## src/rtl/lse_pkg.sv

```systemverilog
package lse_pkg;

   localparam int SPECIES_COUNT = 32;
   localparam int SP_AW         = $clog2(SPECIES_COUNT);
   localparam int SP_W          = 5;
   localparam int DIAM_W        = 16;
   localparam int XB_W          = 16;
   localparam int EFF_W         = 17;
   localparam int LOG_FRAC      = 24;
   localparam int LOG_W         = 4 + LOG_FRAC;
   localparam int Q_W           = 27;
   localparam int N_W           = 6;
   localparam int N_LIMIT       = 40;
   localparam int TAYLOR_TERMS  = 16;
   localparam int SUM_W         = 35;

   localparam logic [31:0]      LN2_Q32 = 32'hB172_17F8;
   localparam logic [EFF_W-1:0] EFF_ONE = 17'd65536;

   localparam logic MODE_EVAL = 1'b0;
   localparam logic MODE_LOAD = 1'b1;

   typedef enum logic [1:0] {
      ST_OK      = 2'd0,
      ST_X0_ZERO = 2'd1,
      ST_XB_ZERO = 2'd2
   } status_type;

   typedef struct packed {
      logic       valid;
      status_type status;
   } ctl_type;

   typedef struct packed {
      logic [DIAM_W-1:0] x0;
      logic [XB_W-1:0]   xb;
      logic [DIAM_W-1:0] mind;
   } entry_type;

endpackage

```

## src/rtl/lse_div.sv

```systemverilog
module lse_div import lse_pkg::*; (
   input  logic             clock,
   input  logic             reset,
   input  logic             en,
   input  ctl_type          ctl_in,
   input  logic [LOG_W-1:0] lnm_in,
   input  logic [XB_W-1:0]  xbm_in,
   input  logic             kill_in,
   output ctl_type          ctl_out,
   output logic [Q_W-1:0]   q_out,
   output logic             kill_out
);

   ctl_type         ctl_ff  [0:Q_W];
   logic            kill_ff [0:Q_W];
   logic [XB_W:0]   rem_ff  [0:Q_W];
   logic [Q_W-1:0]  low_ff  [0:Q_W];
   logic [Q_W-1:0]  q_ff    [0:Q_W];
   logic [XB_W-1:0] xbm_ff  [0:Q_W];

   logic ovf_in;

   assign ovf_in = {3'b0, lnm_in} >= {xbm_in, 15'b0};

   always_ff @(posedge clock) begin
      if (reset) begin
         ctl_ff[0] <= '0;
      end else if (en) begin
         ctl_ff[0] <= ctl_in;
      end
   end

   always_ff @(posedge clock) begin
      if (en) begin
         kill_ff[0] <= kill_in | ovf_in;
         rem_ff[0]  <= (XB_W+1)'(lnm_in >> 15);
         low_ff[0]  <= {lnm_in[14:0], 12'b0};
         q_ff[0]    <= '0;
         xbm_ff[0]  <= xbm_in;
      end
   end

   for (genvar s = 1; s <= Q_W; s++) begin : g_bit
      logic [XB_W+1:0] rr;
      logic            ge;

      always_comb begin
         rr = {rem_ff[s-1], low_ff[s-1][Q_W-1]};
         ge = rr >= {2'b0, xbm_ff[s-1]};
      end

      always_ff @(posedge clock) begin
         if (reset) begin
            ctl_ff[s] <= '0;
         end else if (en) begin
            ctl_ff[s] <= ctl_ff[s-1];
         end
      end

      always_ff @(posedge clock) begin
         if (en) begin
            rem_ff[s]  <= (XB_W+1)'(ge ? rr - {2'b0, xbm_ff[s-1]} : rr);
            low_ff[s]  <= {low_ff[s-1][Q_W-2:0], 1'b0};
            q_ff[s]    <= {q_ff[s-1][Q_W-2:0], ge};
            xbm_ff[s]  <= xbm_ff[s-1];
            kill_ff[s] <= kill_ff[s-1];
         end
      end
   end

   assign ctl_out  = ctl_ff[Q_W];
   assign q_out    = q_ff[Q_W];
   assign kill_out = kill_ff[Q_W];

endmodule

```

## config.mk

```make
export PLATFORM = sky130hd
export DESIGN_NAME = lse_div
export DESIGN_NICKNAME = d
export VERILOG_FILES = /design/src/rtl/lse_pkg.sv /design/src/rtl/lse_div.sv
export SDC_FILE = /design/constraint.sdc
export NUM_CORES = 2
export LEC_CHECK = 0
export BUFFER_PORTS_ARGS = -buffer_cell sky130_fd_sc_hd__buf_2
export CAP_MARGIN = 10
export CORE_AREA = 2 2 405 407
export CTS_CLUSTER_SIZE = 24
export DETAILED_ROUTE_END_ITERATION = 10
export DIE_AREA = 0 0 407 409
export PLACE_DENSITY = 0.68
export SLEW_MARGIN = 20
export SYNTH_ARGS = -nofsm -noshare
export SYNTH_HDL_FRONTEND = slang
export SYNTH_SLANG_ARGS = --single-unit
```

## constraint.sdc

```tcl
create_clock -name clock -period 3.7 [get_ports clock]
set_clock_uncertainty 0.2 [all_clocks]
set_input_delay 1.11 -clock clock [delete_from_list [all_inputs] [get_ports clock]]
set_output_delay 1.11 -clock clock [all_outputs]
set_load 0.02 [all_outputs]
```

==> summary.txt <==
Status
  – Status: finished clean

Detailed routing
  – DRT met1 WL: 61300 um
  – Met3 Wirelength: 4960 um
  – DRT Pass-1 Iters: 6
  – Met2 wire length: 67900 um
  – Drt via density: about 5.3
  – Detailed Route Iter0 Violations: between 3000 and 4000
  – Max layer used: met4
  – Final WL: 139000 um
  – Antenna Nets Post-Route: 0
  – DRC violations left: 0
  – Routed vias: 42900
  – Routed len/inst: 17.1 um

Clock network
  – Hold buffers post-CTS: 0
  – Post-CTS sizing: 0
  – Clock Latency Late Sink: 0.80 ns
  – Clock transition at the registers of the reported paths: around 0.06 ns
  – TritonCTS buffer count: 161
  – Clk sinks: 1497
  – Setup repair bufs after CTS: 0
  – CTS Root Cell: clkbuf_16
  – Max clock buf depth: 3
  – CTS tree: built
  – CTS H-tree lvls: 4

Placed design
  – Port buffer count: 81
  – Hpwl dp: 99900 um
  – GP Congestion: ~0.89

Job
  – Max cap viols: 0

Logic synthesis
  – Compound-Gate Fraction of Synth Area: 0.115
  – Area leader, netlist: edfxtp_1
  – Mux contribution to synthesized area: 0.0317
  – Number of synthesized flops with an enable pin: 1497
  – Largest family of logic cells by synthesized area: compound AO/OA/AOI/OAI gates
  – Mapped Nets: 6131
  – Asr flop ratio synth: 0
  – Post-synthesis sequential area ratio: 0.620
  – Top cells by area, synth: edfxtp_1, ha_1, inv_1
  – Synth cell types: a little under 90
  – Flop and latch count out of synthesis: between 1000 and 1500
  – Synth Area in Adders: 0.0834
  – Ys flop type: edfxtp_1
  – Post-Syn Instances: 5612
  – Simple-gate area share of the yosys netlist: 0.0752
  – Share of Yosys cell area claimed by the top area cell type: 0.620
  – Mean Syn Cell Area: about 13 um^2
  – Warning count from the yosys run: 0
  – XOR/XNOR share of the synthesized area: 0.0362
  – Mapped cell area: 72500 um^2

STA
  – Fin. Hold Viols: 0
  – Hold WS: 0.185 ns
  – Rel. slew slack: 0.401
  – Setup Viol. Count Final: 0
  – Slew Viols, Final: 0
  – Crit path time final: 3.45 ns
  – Max frequency: between 200 and 300 MHz
  – RSZ-0062 raised after global routing: false
  – Crit share post-route: 0.934
  – Worst slew pin tran: roughly 0.9 ns
  – Sum of negative setup slack: 0 ns

Floorplanning
  – Vert. Die Dim: 409 um
  – Starting Density: 0.448
  – Row count: 148
  – Die area: about 170000 um^2
  – Core footprint: 162000 um^2
  – DIE WIDTH: 407 um
  – I/O pin cnt: 82

Critical path
  – Crit-path max FO: 16
  – Worst reg-to-reg setup slack: 0.25 ns
  – Critical path type: flop to flop
  – Worst setup EP type: flop
  – Data arrival, critical path: approximately 3.8 ns
  – Startpoint types: flop
  – Worst EP required: approximately 4.1 ns

Cells and area
  – Fill count: 13700
  – Commonest non-fill, non-tap cell in the layout: edfxtp_1
  – Storage element area: ~45000 um^2
  – Commonest cells after routing, fill and taps aside: edfxtp_1, inv_1, ha_1, a21oi_1, o21ai_0
  – Final nets: 6335
  – Diode count: 0
  – Multi-input gate area: 24900 um^2
  – Layout area overhead: 12.1%
  – Fraction of layout cells with a size suffix above 1: 0.105

Hold path
  – Hold Path Class: flop to flop

GRT
  – First-pass GRT wire length: 224000 um
  – Initial antenna violation count: 0
  – Largest net degree at the start of global routing: 115
  – Grt total ovfl: 0
  – Vias in the first global route: 42500
  – Tot GR Track Use: 0.168

Pwr
  – Peak supply drop: just over 0.5 mV
  – Pwr/cell area: 797 nW/um^2
  – Static Leak: 31.7 nW
[final timing paths]
| path | start | end | cells past startpoint |
|---|---|---|---|
| worst max-delay path | low_ff[0][77] | rem_ff[0][67] | 12 |
| worst min-delay path | q_ff[1][138] | q_ff[1][166] | 0 |
| worst max register to register | low_ff[0][77] | rem_ff[0][67] | 12 |
| worst min register to register | q_ff[1][138] | q_ff[1][166] | 0 |
[registers in the layout, indices dropped and copies added, names as in the netlist]
name,flops
ctl_ff,84
kill_ff,28
low_ff,120
q_ff,378
rem_ff,455
xbm_ff,432
[report_power, final]
| group | internal (mW) | switching [mW] | total, mW |
|---|---|---|---|
| Combinational | 10.6 | 12.6 | 23.2 |
| Sequential | 23.6 | 2.04 | 25.6 |
| Clock | 9.39 | 6.57 | 16.0 |
| Total | 43.6 | 21.2 | 64.8 |
[through the flow]
stage / utilization / cells / cell area (um^2) / setup WS (ns) / power, mW
finish: 0.502 / 8108 / 81300 / 0.246 / 64.8
floorplan: - / 5612 / 72500 / 0.489 / 42.9
global placement: 0.469 / 7828 / 76000 / 0.346 / 48.6
CTS: 0.502 / 8108 / 81300 / 0.268 / 65.3
detailed placement: 0.469 / 7828 / 76000 / 0.307 / 48.9
global route: 0.502 / 8108 / 81300 / 0.0792 / 69.1
[worst max-delay path, stage by stage (launching register included)]
cell      delay [ns]
edfxtp_1        0.40
inv_1           0.08
ha_1            0.15
inv_1           0.05
fa_1            0.39
a21o_1          0.20
a311o_1         0.38
a31oi_1         0.34
o21ai_0         0.19
a21oi_2         0.34
buf_4           0.26
o21ai_0         0.11
o31a_1          0.11
[kinds of logic after synthesis]
| logic type | after synthesis |
|---|---|
| simple gates | 1131 |
| fa+ha+maj | 468 |
| xor+xnor | 300 |
| mux | 204 |
| compound gates | 1322 |
| flops | 1497 |
| buf+inv | 690 |
[metal layers]
metal	vias up	track usage
met2	815	0.286
met3	281	0.0268
met4	0	0.0640
li1	21100	-
met5	-	0
met1	20700	0.215
[cell usage after synthesis (9+ instances only)]
library cell,number
o31ai_1,30
xor2_1,149
a31o_2,13
buf_2,22
a21boi_0,16
a31oi_1,58
and3_1,33
nor4_1,14
nor3_1,66
o31a_1,30
xnor2_1,151
nand2b_1,41
nor3b_1,9
o21ai_0,343
nor2_1,301
edfxtp_1,1497
a21oi_1,369
clkbuf_1,70
or4_1,10
o22ai_1,16
or2_2,12
o2111ai_1,12
mux2_2,165
ha_1,442
a2111oi_0,13
a21o_1,136
mux2i_1,23
a211oi_1,40
and2_1,103
nor2b_1,69
nand4_1,53
nand2_1,314
o21bai_1,32
or3_1,20
buf_4,35
nand3_1,62
inv_1,557
o211ai_1,19
fa_1,26
o21a_1,95
[layout make-up]
class / instances / share of cell area
sequential: 1497 / 0.553
multi-input combinational: 3425 / 0.306
clock buffer: 189 / 0.0511
tap: 2175 / 0.0335
inverter: 557 / 0.0257
timing repair buffer: 174 / 0.0176
clock inverter: 91 / 0.0137
(Power assumes the default switching activity.)
